==> src/bfth_pkg.sv <==
// ----------------------------------------------------------------------------
// bfth_pkg: shared types and constants of the two-hash bloom filter
// geometry of the bit memory, hash constants, operation codes, queue entry
// ----------------------------------------------------------------------------
package bfth_pkg;

  // filter geometry: 2^INDEX_BITS bits, stored as rows of 2^ROW_BITS bits
  localparam int INDEX_BITS = 21;
  localparam int ROW_BITS   = 6;
  localparam int ROW_W      = 1 << ROW_BITS;
  localparam int ADDR_W     = INDEX_BITS - ROW_BITS;
  localparam int ROWS       = 1 << ADDR_W;

  // hash constants
  localparam logic [31:0] FNV_INIT  = 32'h811c_9dc5;
  localparam logic [31:0] FNV_PRIME = 32'h0100_0193;
  localparam logic [31:0] DJB_INIT  = 32'd5381;

  // request queue between hash front and probe back
  localparam int Q_AW    = 2;
  localparam int Q_DEPTH = 1 << Q_AW;

  // operation codes
  localparam logic OP_INSERT = 1'b0;
  localparam logic OP_QUERY  = 1'b1;

  typedef logic [INDEX_BITS-1:0] bfth_idx_t;

  // one finished word, ready to probe
  typedef struct packed {
    logic      op;
    bfth_idx_t idx1;
    bfth_idx_t idx2;
  } bfth_probe_t;

endpackage

==> src/bfth_front.sv <==
// ----------------------------------------------------------------------------
// bfth_front: byte-serial hashing front end
// runs fnv-1a and djb2 over the word bytes and queues a probe on the last request, with or without a byte
// ----------------------------------------------------------------------------
module bfth_front import bfth_pkg::*; (
  input  logic        clk,
  input  logic        rst_n,
  input  logic        in_tvalid,
  output logic        in_tready,
  input  logic [7:0]  in_tdata,
  input  logic        in_tlast,
  input  logic [1:0]  in_tuser,
  input  logic        clear_done,
  input  logic        q_full,
  output logic        q_push,
  output bfth_probe_t q_wdata
);

  logic [31:0] fnv_r;
  logic [31:0] djb_r;
  logic [31:0] fnv_nxt;
  logic [31:0] djb_nxt;
  logic        accept;

  // stall on a full queue even for inner bytes, keeps the ready path simple
  assign in_tready = clear_done && !q_full;
  assign accept    = in_tvalid && in_tready;

  always_comb begin
    fnv_nxt = fnv_r;
    djb_nxt = djb_r;
    if (in_tuser[1]) begin
      fnv_nxt = (fnv_r ^ {24'b0, in_tdata}) * FNV_PRIME;
      djb_nxt = (djb_r << 5) + djb_r + {24'b0, in_tdata};
    end
  end

  assign q_push        = accept && in_tlast;
  assign q_wdata.op    = in_tuser[0];
  assign q_wdata.idx1  = fnv_nxt[INDEX_BITS-1:0];
  assign q_wdata.idx2  = djb_nxt[INDEX_BITS-1:0];

  always_ff @(posedge clk) begin
    if (!rst_n) begin
      fnv_r <= FNV_INIT;
      djb_r <= DJB_INIT;
    end else if (accept) begin
      if (in_tlast) begin
        fnv_r <= FNV_INIT;
        djb_r <= DJB_INIT;
      end else begin
        fnv_r <= fnv_nxt;
        djb_r <= djb_nxt;
      end
    end
  end

endmodule

==> config.mk <==
export PLATFORM = sky130hd
export DESIGN_NAME = bfth_front
export DESIGN_NICKNAME = d
export VERILOG_FILES = /design/src/bfth_pkg.sv /design/src/bfth_front.sv
export SDC_FILE = /design/constraint.sdc
export NUM_CORES = 1
export LEC_CHECK = 0
export CORE_MARGIN = 4
export CORE_UTILIZATION = 67
export DETAILED_ROUTE_END_ITERATION = 16
export DONT_BUFFER_PORTS = 1
export GPL_TIMING_DRIVEN = 0
export PLACE_DENSITY = 0.91
export SYNTH_ARGS = -nofsm -noshare
export SYNTH_HDL_FRONTEND = slang
export SYNTH_SLANG_ARGS = --single-unit
==> constraint.sdc <==
create_clock -name clk -period 6.4 [get_ports clk]
set_clock_uncertainty 0.05 [all_clocks]
set_input_delay 0.64 -clock clk [delete_from_list [all_inputs] [get_ports clk]]
set_output_delay 0.64 -clock clk [all_outputs]
set_load 0.01 [all_outputs]
* Word-level counts from Yosys, hierarchy flattened
Cells that the tools add are included.
Operators by class: reduce and logical (&&, ||, !) cells 6, bitwise operators 1, muxes and demuxes 4, $add $sub $neg 2, $mul 1
Operators with widths (count):
- two-way mux 32 bit | 4
- adder 32 bit | 1
- adder 32 x 8 -> 32 bit | 1
- multiplier 32 x 25 -> 32 bit (second input constant) | 1
- XOR 32 x 8 -> 32 bit | 1
- logical AND 1 bit | 3
- AND reduction 2 bit | 1
- nonzero test 2 bit | 1
- logical NOT 1 bit | 1
Word-level totals: output and inout port bits 45, register bits after elaboration 64, bits of input ports 16, word-level logic and storage cells 18

* Depth between registers and ports, before layout
depth after elaboration 4, gate-level depth with buffers 22, mapped depth without buffers 22

* Worst setup path after synthesis
OpenSTA, ideal clock, no wires.
path kind input-to-output, start input port in_tdata[4], end output port q_wdata[41] (netlist bit), buffers on the path 0, cell stages on the path 21, arrival time 5.213 ns, path slack 0.497 ns, cells stage by stage xnor2_1 > inv_1 > ha_1 > ha_1 > fa_1 > ha_1 > fa_1 > ha_1 > inv_1 > fa_1 > inv_1 > ha_1 > a21o_1 > a21o_1 > a21oi_1 > nor2_1 > a21oi_1 > o311ai_1 > o211ai_2 > xnor2_1 > mux2_2
RTL lines:
- from (decl) | RTL line bfth_front.sv:10 | input logic [7:0] in_tdata,
- to (decl) | RTL line bfth_front.sv:16 | output bfth_probe_t q_wdata

==> out/results.ini <==
[layout]
fin_area_sq_mm = 0.00666
multi_input_area_sq_mm = 0.00506
n_antenna_cell = 0
layout_common_cells = ha_1 (139), inv_1 (104), nand2_1 (46)
drive_gt1_share_pct = 9.43
nFillCells = 638
syn_to_final_growth_pct = 5.80
final_common_cell = ha_1
seq_area_sq_um = 845
nNetsFinal = 895

[detailed_routing]
drcViolationCount = 0
wl_per_cell_microns = 19.9
vias = 5157
drtIter0Drc = 413
viasPerCell = 6.36
drt-total-wl_microns = 16200
first_pass_iters = 5
ant_nets = 0

[cts]
clk_latency_ps = 310
cts_root_buffer = clkbuf_8
clkTransAtPathRegs_ps = 90
numCtsBuffers = 5
cts_tree = built
clockBufferDepth = 2
htreeDepth = 2
clock-sinks = 42

[logic_synthesis]
yosys_warnings = 0
synth-compound-area-share_pct = 13.8
synthAdderAreaFrac_pct = 40.4
synthDistinctLibCells = 57
muxShareOfSynthArea_pct = 5.68
avgSynthCellArea_sq_um = 9.11
synth_area_sq_mm = 0.00629
synth-async-reset-ratio_pct = 0
synth_seq_cells = 42
yosysSeqAreaShare_pct = 13.4
yosys.area_share.simple_pct = 10.9
syn_nets = 887
yosysTopAreaCell = ha_1
synth_edf_count = 0
synth_xor_area_share_pct = 8.49
synth_area_leaders = ha_1 (28%), dfxtp_1 (13%), fa_1 (12%), inv_1 (6.2%), mux2_2 (5.4%)
synth-main-ff-cell = dfxtp_1
netlist.area_leader.share_pct = 28.0
synth_top_family_by_area = adder cells
synth_cells = 691

[floorplan]
dieHeight_microns = 105
die_w_microns = 105
initial_utilization_pct = 68.4
fp.coreArea_sq_mm = 0.00920
die_area_sq_mm = 0.0110
pin_count = 61
rows = 35

[sta]
hold_viol = 0
worst_pin_slew_ps = 850
finalCriticalPeriod_ps = 6170
fmax_mhz = 162
maxSlewHeadroom_pct = 43.1
fin_crit_sh_pct = 96.5
setup_violations = 0
holdWs_ps = 480
drv_slew = 0

[critical_path]
critPathRequiredTime_ps = 5710
cp-end-kind = output port
cp_data_arrival_time_ps = 5480
path_cells = xnor2_2 -> inv_1 -> ha_1 -> ha_1 -> fa_1 -> ha_1 -> fa_1 -> ha_1 -> inv_1 -> fa_1 -> inv_1 -> ha_1 -> nand3_1 -> nand2_1 -> a41oi_2 -> nand2b_1 -> a21oi_1 -> xnor2_1 -> mux2_2
critPathKind = register to output port
cpMaxStageDelayCell = fa_1
slowest_delay_ps = 540
cp_max_fo = 6
cp-start-kind = register
crit_top_cell = ha_1

[placed_design]
io_buffer_count = 0
hpwl_microns = 13200
gp_congestion = 0.925
post_dp_cell_area_sq_mm = 0.00643

[grt]
grt_overflow = 0
gr-usage-all-layers_pct = 29.2
grt_max_degree = 14
grt_pass1_wl_microns = 26100
antenna_found_initial = 0
grt_pass1_vias = 5334

[min_path]
holdCritPathClass = register to register

[run]
max-cap-violations = 0

[outcome]
run_status = finished clean

## per-layer routing
| layer | GRT usage, % | wire length (microns) | vias up |
|---|---|---|---|
| met3 | 6.79 | 1330 | 58 |
| li1 | - | - | 2389 |
| met1 | 36.0 | 6330 | 2501 |
| met5 | 0 | 0 | - |
| met4 | 9.28 | 567 | 0 |
| met2 | 50.4 | 7920 | 209 |
## critical path: cells and delay by family (launching register included)
kind	cells	cell delay (ps)
flops	1	350
xor+xnor	2	470
mux	1	290
compound gates	2	490
fa+ha+maj	8	3030
buf+inv	3	250
simple gates	3	290
## final cells by class
| cell class | count | share of cell area (%) |
|---|---|---|
| buffer | 19 | 1.13 |
| clock inverter | 2 | 0.902 |
| sequential | 42 | 12.7 |
| clock buffer | 6 | 1.24 |
| multi-input combinational | 526 | 76.0 |
| tap | 111 | 2.09 |
| timing repair buffer | 1 | 0.113 |
| inverter | 104 | 5.86 |
## cell families (layout without fill, tap and decap cells)
| kind of cell | Yosys count | after routing |
|---|---|---|
| fa+ha+maj | 180 | 180 |
| simple gates | 138 | 138 |
| buf+inv | 123 | 132 |
| compound gates | 115 | 115 |
| xor+xnor | 61 | 61 |
| flops | 42 | 42 |
| mux | 32 | 32 |
## worst paths after layout
check                        start                      to  slack [ps]  cells after the start
min reg2reg  fnv_r[6]$_SDFFE_PN1P_   fnv_r[6]$_SDFFE_PN1P_         480                      2
max reg2reg  fnv_r[2]$_SDFFE_PN1P_  fnv_r[17]$_SDFFE_PN0P_        1100                     18
max          fnv_r[4]$_SDFFE_PN0P_             q_wdata[35]         230                     19
min          fnv_r[6]$_SDFFE_PN1P_   fnv_r[6]$_SDFFE_PN1P_         480                      2
## sequential cells by signal, summed over array words and instances (netlist names)
register and flops:
djb_r 21, fnv_r 21
## synth_stat cells (13+ instances only)
master and n:
nand3_1 20, clkbuf_1 17, a21oi_1 23, xor2_1 24
inv_1 104, a22oi_1 13, mux2_2 30, dfxtp_1 42
nor2b_1 21, nand2_1 46, fa_1 39, a21o_1 16
xnor2_1 37, ha_1 141, nor2_1 22
## metrics by stage
step / util [%] / cells / TNS (ps) / setup slack [ps]
after floorplan: - / 691 / 0 / 497
after global placement: 70.0 / 802 / 0 / 142
after detailed placement: 70.0 / 802 / 0 / 52.3
after CTS: 71.5 / 810 / 0 / 2.48
after global routing: 72.4 / 811 / -33.7 / -20.4
final: 72.4 / 811 / 0 / 225
## repair_timing
action                     4_1_cts  5_1_grt
setup endpoints to repair        0        6
gates resized for setup          0       14
hold buffers                     0        0
setup buffers                    0        1
Power is not shown: default switching activity piles up to over one toggle a cycle in this logic, so the estimate is an artifact.
