<file path="src/bfth_pkg.sv">
// ----------------------------------------------------------------------------
// bfth_pkg: shared types and constants of the two-hash bloom filter
// geometry of the bit memory, hash constants, operation codes, queue entry
// ----------------------------------------------------------------------------
package bfth_pkg;

  // filter geometry: 2^INDEX_BITS bits, stored as rows of 2^ROW_BITS bits
  localparam int INDEX_BITS = 21;
  localparam int ROW_BITS   = 6;
  localparam int ROW_W      = 1 << ROW_BITS;
  localparam int ADDR_W     = INDEX_BITS - ROW_BITS;
  localparam int ROWS       = 1 << ADDR_W;

  // hash constants
  localparam logic [31:0] FNV_INIT  = 32'h811c_9dc5;
  localparam logic [31:0] FNV_PRIME = 32'h0100_0193;
  localparam logic [31:0] DJB_INIT  = 32'd5381;

  // request queue between hash front and probe back
  localparam int Q_AW    = 2;
  localparam int Q_DEPTH = 1 << Q_AW;

  // operation codes
  localparam logic OP_INSERT = 1'b0;
  localparam logic OP_QUERY  = 1'b1;

  typedef logic [INDEX_BITS-1:0] bfth_idx_t;

  // one finished word, ready to probe
  typedef struct packed {
    logic      op;
    bfth_idx_t idx1;
    bfth_idx_t idx2;
  } bfth_probe_t;

endpackage

</file>
<file path="src/bfth_queue.sv">
// ----------------------------------------------------------------------------
// bfth_queue: small probe queue
// decouples the hash front from the memory back end
// ----------------------------------------------------------------------------
module bfth_queue import bfth_pkg::*; (
  input  logic        clk,
  input  logic        rst_n,
  input  logic        push,
  input  bfth_probe_t wdata,
  input  logic        pop,
  output bfth_probe_t rdata,
  output logic        not_empty,
  output logic        full
);

  bfth_probe_t     slot_r [Q_DEPTH];
  logic [Q_AW-1:0] wr_ptr_r;
  logic [Q_AW-1:0] rd_ptr_r;
  logic [Q_AW:0]   count_r;

  assign rdata     = slot_r[rd_ptr_r];
  assign not_empty = (count_r != '0);
  assign full      = (count_r == (Q_AW+1)'(Q_DEPTH));

  always_ff @(posedge clk) begin
    if (push) begin
      slot_r[wr_ptr_r] <= wdata;
    end
  end

  always_ff @(posedge clk) begin
    if (!rst_n) begin
      wr_ptr_r <= '0;
      rd_ptr_r <= '0;
      count_r  <= '0;
    end else begin
      if (push) begin
        wr_ptr_r <= wr_ptr_r + 1'b1;
      end
      if (pop) begin
        rd_ptr_r <= rd_ptr_r + 1'b1;
      end
      case ({push, pop})
        2'b10:   count_r <= count_r + 1'b1;
        2'b01:   count_r <= count_r - 1'b1;
        default: count_r <= count_r;
      endcase
    end
  end

endmodule

</file>
<file path="config.mk">
export PLATFORM = sky130hd
export DESIGN_NAME = bfth_queue
export DESIGN_NICKNAME = d
export VERILOG_FILES = /design/src/bfth_pkg.sv /design/src/bfth_queue.sv
export SDC_FILE = /design/constraint.sdc
export NUM_CORES = 1
export LEC_CHECK = 0
export BUFFER_PORTS_ARGS = -buffer_cell sky130_fd_sc_hd__buf_4
export CELL_PAD_IN_SITES_DETAIL_PLACEMENT = 1
export CELL_PAD_IN_SITES_GLOBAL_PLACEMENT = 1
export CORE_MARGIN = 10
export CORE_UTILIZATION = 45
export DETAILED_ROUTE_END_ITERATION = 6
export PLACE_DENSITY = 0.86
export SYNTH_ARGS = -nofsm -noshare
export SYNTH_HDL_FRONTEND = slang
export SYNTH_SLANG_ARGS = --single-unit
</file>
<file path="constraint.sdc">
create_clock -name clk -period 1.86 [get_ports clk]
set_clock_uncertainty 0.05 [all_clocks]
set_input_delay 0.372 -clock clk [delete_from_list [all_inputs] [get_ports clk]]
set_output_delay 0.372 -clock clk [all_outputs]
set_load 0.03 [all_outputs]
</file>
After elaboration in Yosys (flattened, before gate mapping)

Memories as Yosys holds them, arrays and structs flattened. A register that Yosys moved wholly into a read port is not among the register bits.
Index checks and enable logic that the tools add are counted.

Output and inout bits: 45
Memories kept: 1
Bits in writable memories: 172
Word-level logic and storage cells: 18
Bits in registers: 7

Equal/unequal tests: 3
Reduce and logical (&&, ||, !) cells: 2
Add/sub/neg operators: 4
Mux-type cells: 5

Memories:

| name   | depth | bits a word | read ports | clocked after memory_dff | wr ports | line             | text |
|---|---|---|---|---|---|---|---|
| slot_r | 4     | 43          | 1          | 1                        | 1        | bfth_queue.sv:16 | `bfth_probe_t slot_r [Q_DEPTH];` |

Operators with widths:

| cell                                                | number |
|---|---|
| one-hot mux 3 bit (2 select lines)                  | 1 |
| adder 2 x 1 -> 2 bit, second input constant         | 2 |
| 2-to-1 mux 2 bit                                    | 2 |
| adder 3 x 1 -> 3 bit, second input constant         | 1 |
| equality test 3 bit, second input constant          | 1 |
| nonzero test 3 bit                                  | 1 |
| subtractor 3 x 1 -> 3 bit, second input constant    | 1 |
| equality test 2 x 1 -> 1 bit, second input constant | 1 |
| equality test 2 bit, second input constant          | 1 |
| 2-to-1 mux 1 bit                                    | 2 |
| nonzero test 2 bit                                  | 1 |

Logic depth before layout (Yosys ltp)

Gate-level depths: netlist of run 1.

Word-level depth: 3
Depth in mapped cells: 6
Mapped depth without buffers: 6

Least setup slack after synthesis of run 1

No wires, ideal clock.

Path type: register to register
From: register wr_ptr_r[0]
To: memory slot_r[2][0] (netlist bit), enable pin
Cell stages (with the launch flop): 4
Slack: -0.171 ns
Period minus slack after synthesis: 2.031 ns
Data required time: 1.405 ns
Data arrival time: 1.576 ns
Path through: dfxtp_1 inv_1 ha_1 and2_1

RTL lines:

| what                   | line             | text |
|---|---|---|
| start, declared        | bfth_queue.sv:17 | `logic [Q_AW-1:0] wr_ptr_r;` |
| start signal, assigned | bfth_queue.sv:38 | `wr_ptr_r <= wr_ptr_r + 1'b1;` |
| end, declared          | bfth_queue.sv:16 |  |

No word-level cell before the write port.

==> flow_summary_export.csv, run 1 <==
group,metric,value,unit
status,status,"finished with violations",
status,violations,"setup timing",
die,die_w,142,µm
clock_tree,cts_root_buf,"clkbuf_16",
die,rows,44,
worst_setup_path,path_buf_inv,3,
sta,min_period_over_period,1.18,
power_and_ir_drop,p_int,7390,µW
grt,grt_max_degree,31,
hold_path,whs_path_depth,1,
synth,synth_nets,320,
detailed_routing,wl,13000,µm
clock_tree,path_clk_slew,60,ps
clock_tree,cts_tree,"yes",
detailed_routing,ant_nets,0,
worst_setup_path,crit_type,"register to output port",
die,die-area,20200,µm²
die,core_area,14600,µm²
layout,final_util,0.584,
clock_tree,clock_latency,420,ps
layout,antennaDiodeCount,0,
sta,hold_ws,98.6,ps
synth,synth_cells,267,
worst_setup_path,required,1440,ps
synth,synth.most_common_cell,"edfxtp_1",
power_and_ir_drop,leakage,0.00292,µW
layout,multi_input_area,1230,µm²
sta,hold_violations,0,
synth,synth_top_area_frac,0.771,
placement,place_congestion,0.664,
worst_setup_path,critPathTopFamily,"multiplexers",
detailed_routing,avgViaCountPerCell,5.18,
sta,setup_viol,43,
grt,grtUsageTotal,0.134,
power_and_ir_drop,pwr-share-clk,0.358,
power_and_ir_drop,swShare,0.230,
synth,netlist_top_cells_count,"172 x edfxtp_1, 40 x mux4_2, 9 x and2_1, 9 x dfxtp_1, 5 x ha_1",
power_and_ir_drop,power_density,1130,nW/µm²
synth,ys.flop_type,"edfxtp_1",
die,initial_utilization,0.459,
synth,syn_area_per_cell,25.1,µm²
layout,num-nets-final,441,
worst_setup_path,crit_chain,"buf_6 -> buf_12 -> mux4_2 -> buf_6",
worst_setup_path,cp-start-kind,"register",
sta,min_period,2190,ps
worst_setup_path,critical_path.max_fanout,6,
grt,antenna_found_initial,0,
layout,fin_area,8520,µm²
layout,filler_cell_count,1225,
placement,hpwlAfterDp,8340,µm
sta,tns,-12010,ps
worst_setup_path,cp.arrival,1770,ps
detailed_routing,drc,0,
synth,synth_cell_type_count,21,
sta,drv_slew,0,
synth,yosysWarnings,0,
grt,globalRoute.totalOverflow,0,
detailed_routing,routedWlPerCell,22.1,µm
sta,setup_ws,-331,ps
placement,io_buffers,91,
detailed_routing,drtIter0Drc,142,
worst_setup_path,critical_path.slowest_cell,"mux4_2",
worst_setup_path,rr_worst_depth,4,
grt,grt_pass1_wl,20200,µm
hold_path,hold_path.class,"input port to register",
power_and_ir_drop,power,9590,µW
worst_setup_path,crit_path_end_kind,"output port",
sta,tightest_slew,280,ps
sta,rsz0062_at_grt,"yes",
clock_tree,htree_num_levels,4,
worst_setup_path,crit_top_cell,"buf_6",
power_and_ir_drop,p_seq_frac,0.494,
die,io_pins,92,
synth,synth_area,6700,µm²
clock_tree,cts_buffers,17,
power_and_ir_drop,p_sw,2200,µW
synth,yosys.area.top_type,"edfxtp_1",
worst_setup_path,slowest_delay,520,ps
sta,fmax,456,MHz
layout,seq_area,5350,µm²
synth,ys_async_sr_fraction,0,
synth,ys_ff_latch,181,
placement,placed_cell_area,7720,µm²
die,fp.dieH,142,µm
worst_setup_path,critical_path_depth,4,
layout,area_growth,27.0,%
sta,relSlewSlack,0.813,
run,max_cap_violations,0,
synth,synth_area_leaders,"edfxtp_1 77%, mux4_2 13%, dfxtp_1 2.7%",
grt,grt_pass1_vias,3495,
detailed_routing,dr.pass1.iters,4,
synth,yosysSeqAreaShare,0.797,
synth,synth-edff-count,172,
detailed_routing,vias,3030,
layout,final_layout_size_suffix_gt1_frac,0.466,
power_and_ir_drop,combPwrFrac,0.148,
power_and_ir_drop,ir_drop,581,µV
clock_tree,cts_sinks,181,
clock_tree,cts_max_path_buffers,2,
final timing paths:
check              from       endpoint  slack, ps
max            register      rdata[16]       -330
min           wdata[42]  slot_r[3][42]        100
max reg2reg  count_r[0]     count_r[2]        320
min reg2reg  count_r[2]     count_r[2]        510
through the flow:
stage | worst slack [ps] | cells
after global placement | 73.7 | 547
after CTS | -380 | 584
after floorplan | 188 | 267
final | -331 | 585
after global routing | -399 | 585
after detailed placement | -4.91 | 547
area by class of cell:
class / instances / share of cell area
Timing Repair Buffer: 112 / 0.132
Clock inverter: 9 / 0.0122
Sequential cell: 181 / 0.628
Tap cell: 184 / 0.0270
Clock buffer: 23 / 0.0550
Inverter: 3 / 0.00132
Multi-Input combinational cell: 73 / 0.144
metal layers:
layer  GRT usage  up-vias  wire length, µm
li1            -     1358                -
met1       0.157     1584             5210
met2       0.221       74             6770
met3      0.0514       14              809
met4      0.0441        0              155
met5           0        -                0
logic make-up (layout without fill, tap and decap cells):
group | count (synthesis) | count (layout) | share of synthesized area
XOR/XNOR | 5 | 5 | 0.00653
flip-flops | 181 | 181 | 0.797
AO/OA/AOI/OAI | 2 | 2 | 0.00187
AND/OR/NAND/NOR | 15 | 15 | 0.0138
buffers and inverters | 13 | 147 | 0.0189
multiplexers | 45 | 45 | 0.149
adder cells (fa/ha/maj) | 6 | 6 | 0.0123
power by group through the flow:
stage	clock [µW]	sequential (µW)	combinational (µW)
final	3430	4740	1420
after global routing	3710	4750	1510
after CTS	3540	4740	1440
after detailed placement	0	4830	1300
after global placement	0	4810	1270
after floorplan	0	4800	804
worst reg2reg max path, cell delays in order, from the launching register on:
cell and delay, ps:
dfxtp_1 360, fa_1 440, xnor2_1 150, or3_1 300, a21boi_0 170
sequential cells by signal (all words and copies together), names as in the netlist, named ones only:
register	cells
wr_ptr_r	2
rd_ptr_r	2
slot_r	172
count_r	3
cells in the final DEF (no fill, tap or decap), drive strengths merged, types with 4 or more instances in the layout:
| cell | instances |
|---|---|
| and2 | 9 |
| buf | 111 |
| clkbuf | 24 |
| clkinvlp | 4 |
| dfxtp | 9 |
| edfxtp | 172 |
| ha | 5 |
| mux4 | 43 |
timing repair:
action,CTS,global route
resized for setup,38,9
setup buffers,4,1
hold buffers,0,0
cloned,1,1
setup endpoints to repair,43,43
Note: power is estimated with default switching activity, not from simulation.
==> inputs of run 2 (changes only) <==
- CTS_BUF_LIST: default -> sky130_fd_sc_hd__clkbuf_16
==> run 2 against run 1 <==
Against the previous run: the run still ends with setup timing left; sequential power about the same; first-iteration DRC count decreased by 8.5%; utilization decreased by 0.14 points; largest cell class unchanged.
==> flow_summary_export.csv, run 2 (synthesis gave the netlist of run 1 again) <==
group,metric,value,unit
status,status,"finished with violations",
status,violations,"setup timing",
layout,area_growth,26.8,%
worst_setup_path,critical_path.slowest_cell,"mux4_2",
worst_setup_path,cp-start-kind,"register",
sta,rsz0062_at_grt,"yes",
layout,final_layout_size_suffix_gt1_frac,0.461,
grt,grt_use_met3,0.0514,
layout,biggestRegsByFlops,"slot_r x172, count_r x3",
die,initial_utilization,0.459,
worst_setup_path,crit_path_end_kind,"output port",
power_and_ir_drop,leakage,0.00293,µW
sta,min_period_over_period,1.18,
clock_tree,cts_root_buf,"clkbuf_16",
clock_tree,postCtsHoldBufs,0,
placement,hpwlAfterDp,8340,µm
worst_setup_path,crit_type,"register to output port",
layout,top_register,"slot_r",
grt,busiest_layer,"met2",
sta,hold_violations,0,
detailed_routing,vias,3032,
layout,mostFrequentLayoutCell,"edfxtp_1",
layout,fin_area,8500,µm²
sta,drv_slew,0,
detailed_routing,avgViaCountPerCell,5.18,
clock_tree,cts_sinks,181,
worst_setup_path,slowest_delay,520,ps
clock_tree,htree_num_levels,4,
detailed_routing,routedWlPerCell,22.1,µm
sta,min_period,2190,ps
clock_tree,cts_max_path_buffers,2,
sta,setup_viol,43,
power_and_ir_drop,power,9470,µW
grt,use_met1,0.156,
placement,io_buffers,91,
run,max_cap_violations,0,
clock_tree,path_clk_slew,60,ps
layout,num-nets-final,441,
power_and_ir_drop,power_density,1110,nW/µm²
die,core_area,14600,µm²
placement,dp_slack,-4.91,ps
placement,place_congestion,0.664,
sta,relSlewSlack,0.812,
die,rows,44,
grt,grt_max_degree,31,
grt,antenna_found_initial,0,
detailed_routing,wl,12900,µm
die,die_w,142,µm
grt,globalRoute.totalOverflow,0,
worst_setup_path,crit_chain,"buf_6 -> buf_12 -> mux4_2 -> buf_6",
die,io_pins,92,
grt,grt_pass1_wl,20100,µm
worst_setup_path,required,1440,ps
detailed_routing,dr.pass1.iters,4,
die,fp.dieH,142,µm
sta,fmax,457,MHz
layout,filler_cell_count,1226,
layout,final_util,0.582,
die,die-area,20200,µm²
worst_setup_path,critical_path.max_fanout,6,
layout,antennaDiodeCount,0,
worst_setup_path,cp.arrival,1760,ps
detailed_routing,ant_nets,0,
sta,tightest_slew,281,ps
worst_setup_path,crit_top_cell,"buf_6",
grt,grtUsageTotal,0.134,
layout,mostFrequentLayoutCells,"172 x edfxtp_1, 60 x buf_4, 42 x mux4_2, 42 x buf_6, 18 x clkbuf_16",
grt,grt_pass1_vias,3496,
power_and_ir_drop,ir_drop,643,µV
sta,setup_ws,-326,ps
detailed_routing,drc,0,
clock_tree,clock_latency,420,ps
layout,largest_register_ffs,172,
detailed_routing,drtIter0Drc,130,
hold_path,hold_path.class,"input port to register",
placement,placed_cell_area,7720,µm²
clock_tree,cts_buffers,17,
clock_tree,cts_tree,"yes",
grt,met2_usage,0.222,
run 2: changes by cell type in the layout (fill, tap and decap cells not counted):
| cell | delta |
|---|---|
| clkbuf_8 | -2 |
| clkbuf_1 | -4 |
| inv_1 | +4 |
| clkinv_1 | +2 |
run 2: final cells by class:
type,count,area [µm²],share of cell area
tap,184,230,0.0271
timing repair buffer,112,1120,0.132
inverter,3,11.3,0.00133
sequential,181,5350,0.630
multi-input combinational,73,1230,0.145
clock inverter,15,126,0.0149
clock buffer,17,425,0.0501
run 2: repair_timing:
action | in CTS | in global routing
pin swaps | 0 | 0
gates resized for setup | 38 | 9
gates cloned | 1 | 1
endpoints found under the setup margin | 43 | 43
buffers inserted | 4 | 1
run 2: critical path, delay by kind of cell (launching register included):
kind | cells | cell delay (ps)
flops | 1 | 410
mux | 1 | 520
buf+inv | 3 | 420
run 2: routing by layer:
layer	vias to the layer above	part of all wire
li1	1359	-
met1	1571	0.39
met2	88	0.53
met3	14	0.073
met4	0	0.012
met5	-	0
run 2: final timing paths:
| kind | startpoint | to | slack (ps) | cells past startpoint |
|---|---|---|---|---|
| worst max-delay path | register | rdata[16] | -330 | 4 |
| worst min-delay path | wdata[42] | slot_r[3][42] | 100 | 1 |
| worst max register to register | count_r[0] | count_r[2] | 320 | 4 |
| worst min register to register | count_r[2] | count_r[2] | 510 | 2 |
run 2: through the flow:
| step | hold WS, ps | cells | TNS [ps] |
|---|---|---|---|
| global placement | 434 | 547 | 0 |
| global route | 78.7 | 585 | -15170 |
| floorplan | 417 | 267 | 0 |
| detailed placement | 496 | 547 | -4.91 |
| finish | 100 | 585 | -11890 |
| CTS | 71.2 | 584 | -14090 |
run 2: report_power, final:
part / internal (µW) / total, µW / switching, µW
clock: 1930 / 3320 / 1380
sequential: 4670 / 4740 / 64.8
combinational: 674 / 1420 / 742
total: 7280 / 9470 / 2190
==> inputs of run 3 (changes only) <==
- ABC_AREA: default -> 1
- CORE_UTILIZATION: 45 -> 40
- PLACE_DENSITY: 0.86 -> 0.82
==> run 3 against run 2 <==
Against the previous run: the run still ends with setup timing left; count of clock-buffer cells in the layout stayed put; largest power group unchanged; design area is 13% higher; combinational power is 18% higher; synthesized cell count is 78% higher; final cell count is 43% higher; non-clock buffer count is 24 higher; die area is 12% higher; via count is 49% higher; first-iteration DRC count is 130% higher; sequential share of layout area is 7.3 points lower.
==> flow_summary_export.csv, run 3 <==
group,metric,value,unit
status,status,"finished with violations",
status,violations,"setup timing",
sta,min_period_over_period,1.15,
grt,grt_pass1_vias,5060,
detailed_routing,avgViaCountPerCell,5.40,
grt,antenna_found_initial,0,
clock_tree,path_clk_slew,70,ps
synth,synth_area_leaders,"edfxtp_1 76%, o21ai_0 6.3%, nor2_1 5.2%",
worst_setup_path,critical_path.max_fanout,14,
clock_tree,htree_num_levels,4,
power_and_ir_drop,ir_drop,790,µV
sta,hold_violations,0,
detailed_routing,dr.pass1.iters,5,
clock_tree,clock_latency,430,ps
worst_setup_path,cp.arrival,1720,ps
worst_setup_path,cp-start-kind,"register",
layout,biggestRegsByFlops,"slot_r x172, count_r x3",
die,fp.dieH,150,µm
sta,relSlewSlack,0.748,
worst_setup_path,reg2reg_setup_slack,330,ps
clock_tree,cts_buffers,17,
power_and_ir_drop,p_int,7310,µW
sta,setup_viol,43,
grt,globalRoute.totalOverflow,0,
layout,filler_cell_count,1590,
detailed_routing,wl,19900,µm
run,max_cap_violations,0,
clock_tree,cts_sinks,181,
synth,netlist_top_cells_count,"172 x edfxtp_1, 95 x nor2_1, 85 x o21ai_0, 43 x o22ai_1, 13 x inv_1",
layout,num-nets-final,658,
die,initial_utilization,0.409,
layout,multi_input_area,1770,µm²
worst_setup_path,crit_chain,"buf_6 -> buf_12 -> o21ai_0 -> o22ai_1 -> buf_4",
power_and_ir_drop,swShare,0.258,
die,rows,47,
synth,yosys.area.top_type,"edfxtp_1",
hold_path,hold_path.class,"input port to register",
power_and_ir_drop,power,9860,µW
sta,drv_slew,0,
sta,min_period,2140,ps
worst_setup_path,critical_path.slowest_cell,"dfxtp_4",
worst_setup_path,rr_worst_depth,5,
synth,synth_top_area_frac,0.760,
sta,fmax,466,MHz
grt,grtUsageTotal,0.172,
layout,seq_area,5350,µm²
synth,synth_nets,527,
worst_setup_path,r2r-start,"wr_ptr_r[0]",
detailed_routing,vias,4529,
synth,syn_area_per_cell,14.3,µm²
synth,synth_cell_type_count,18,
detailed_routing,ant_nets,0,
synth,ys.flop_type,"edfxtp_1",
layout,area_growth,41.4,%
worst_setup_path,endpoint,"rdata[37]",
sta,hold_ws,89.5,ps
layout,fin_area,9610,µm²
sta,tightest_slew,374,ps
clock_tree,cts_max_path_buffers,2,
synth,synth-edff-count,172,
synth,ys_async_sr_fraction,0,
sta,setup_ws,-284,ps
worst_setup_path,crit_path_end_kind,"output port",
worst_setup_path,slowest_delay,360,ps
die,io_pins,92,
power_and_ir_drop,leakage,0.00345,µW
worst_setup_path,timing.rr.end,"slot_r[0][11]",
die,die_w,150,µm
layout,top_register,"slot_r",
synth,ys_ff_latch,181,
synth,yosysWarnings,0,
layout,antennaDiodeCount,0,
power_and_ir_drop,p_sw,2550,µW
detailed_routing,drtIter0Drc,305,
placement,io_buffers,91,
power_and_ir_drop,power_density,1030,nW/µm²
synth,synth_area,6800,µm²
placement,place_congestion,0.719,
layout,final_layout_size_suffix_gt1_frac,0.443,
clock_tree,cts_tree,"yes",
layout,mostFrequentLayoutCells,"172 x edfxtp_1, 79 x buf_4, 61 x nor2_1",
power_and_ir_drop,pwr-share-clk,0.350,
power_and_ir_drop,combPwrFrac,0.171,
placement,placed_cell_area,7840,µm²
grt,grt_pass1_wl,29100,µm
layout,largest_register_ffs,172,
die,die-area,22600,µm²
synth,synth.most_common_cell,"edfxtp_1",
synth,yosysSeqAreaShare,0.786,
die,core_area,16600,µm²
detailed_routing,routedWlPerCell,23.7,µm
grt,grt_max_degree,29,
placement,dp_slack,67.8,ps
worst_setup_path,required,1440,ps
detailed_routing,drc,0,
power_and_ir_drop,p_seq_frac,0.479,
worst_setup_path,crit_type,"register to output port",
layout,final_util,0.578,
sta,rsz0062_at_grt,"yes",
placement,hpwlAfterDp,11000,µm
synth,synth_cells,474,
clock_tree,cts_root_buf,"clkbuf_16",
layout,mostFrequentLayoutCell,"edfxtp_1",
## run 3: cell types whose count changed after synthesis, sizes merged, moves of 3 or more
cell    change
o21ai      +91
buf         +6
xnor2       -3
mux4       -43
clkbuf     +10
nor2       +95
inv        +12
and2        -9
nand2       +9
a21oi       +4
o22ai      +43
## run 3: routing by layer
| metal | track usage | part of all wire | up-vias |
|---|---|---|---|
| li1 | - | - | 2035 |
| met4 | 0.0666 | 0.014 | 0 |
| met1 | 0.198 | 0.40 | 2350 |
| met5 | 0 | 0 | - |
| met3 | 0.0432 | 0.049 | 18 |
| met2 | 0.302 | 0.54 | 126 |
## run 3: how the worst min path moves through the flow
stage	startpoint	end	slack, ps	depth (start not counted)
floorplan	rd_ptr_r[1]	register	360	1
finish	wdata[6]	slot_r[1][6]	90	1
global placement	rd_ptr_r[1]	register	380	1
global route	wdata[0]	slot_r[3][0]	80	1
detailed placement	rd_ptr_r[1]	register	390	1
CTS	wdata[0]	slot_r[1][0]	70	1
## run 3: final cells by class
class,instances,share of cell area
sequential,181,0.557
multi-input combinational,252,0.184
timing repair buffer,136,0.160
clock buffer,17,0.0443
tap,220,0.0286
clock inverter,15,0.0147
inverter,15,0.00989
timing repair inverter,2,0.00208
## run 3: logic make-up (layout without fill, tap and decap cells)
kind of cell	after synthesis	after routing	synth area share
simple gates	107	107	0.0596
compound gates	139	139	0.110
buf+inv	41	185	0.0318
fa+ha+maj	6	6	0.0121
flops	181	181	0.786
## run 3: critical path, delay by kind of cell, from the launching register on
| family | cells | cell delay [ps] |
|---|---|---|
| AO/OA/AOI/OAI | 2 | 460 |
| flip-flops | 1 | 360 |
| buffers and inverters | 3 | 460 |
## run 3: power by group through the flow
stage	clock [µW]	combinational, µW	sequential, µW
final	3450	1680	4730
after global routing	3660	1790	4740
after CTS	3490	1510	4710
after detailed placement	0	1210	4790
after global placement	0	1170	4780
after floorplan	0	674	4780
## run 3: metrics by stage
stage	setup TNS [ps]	cells
floorplan	0	474
global placement	0	780
detailed placement	0	780
CTS	-8700	836
global route	-10800	838
finish	-8030	838
## run 3: what timing repair did
item,4_1_cts,5_1_grt
setup buffers,13,0
cloned,11,7
hold buffers,0,0
gates resized for setup,106,136
pin swaps,18,28
setup endpoints to repair,43,43
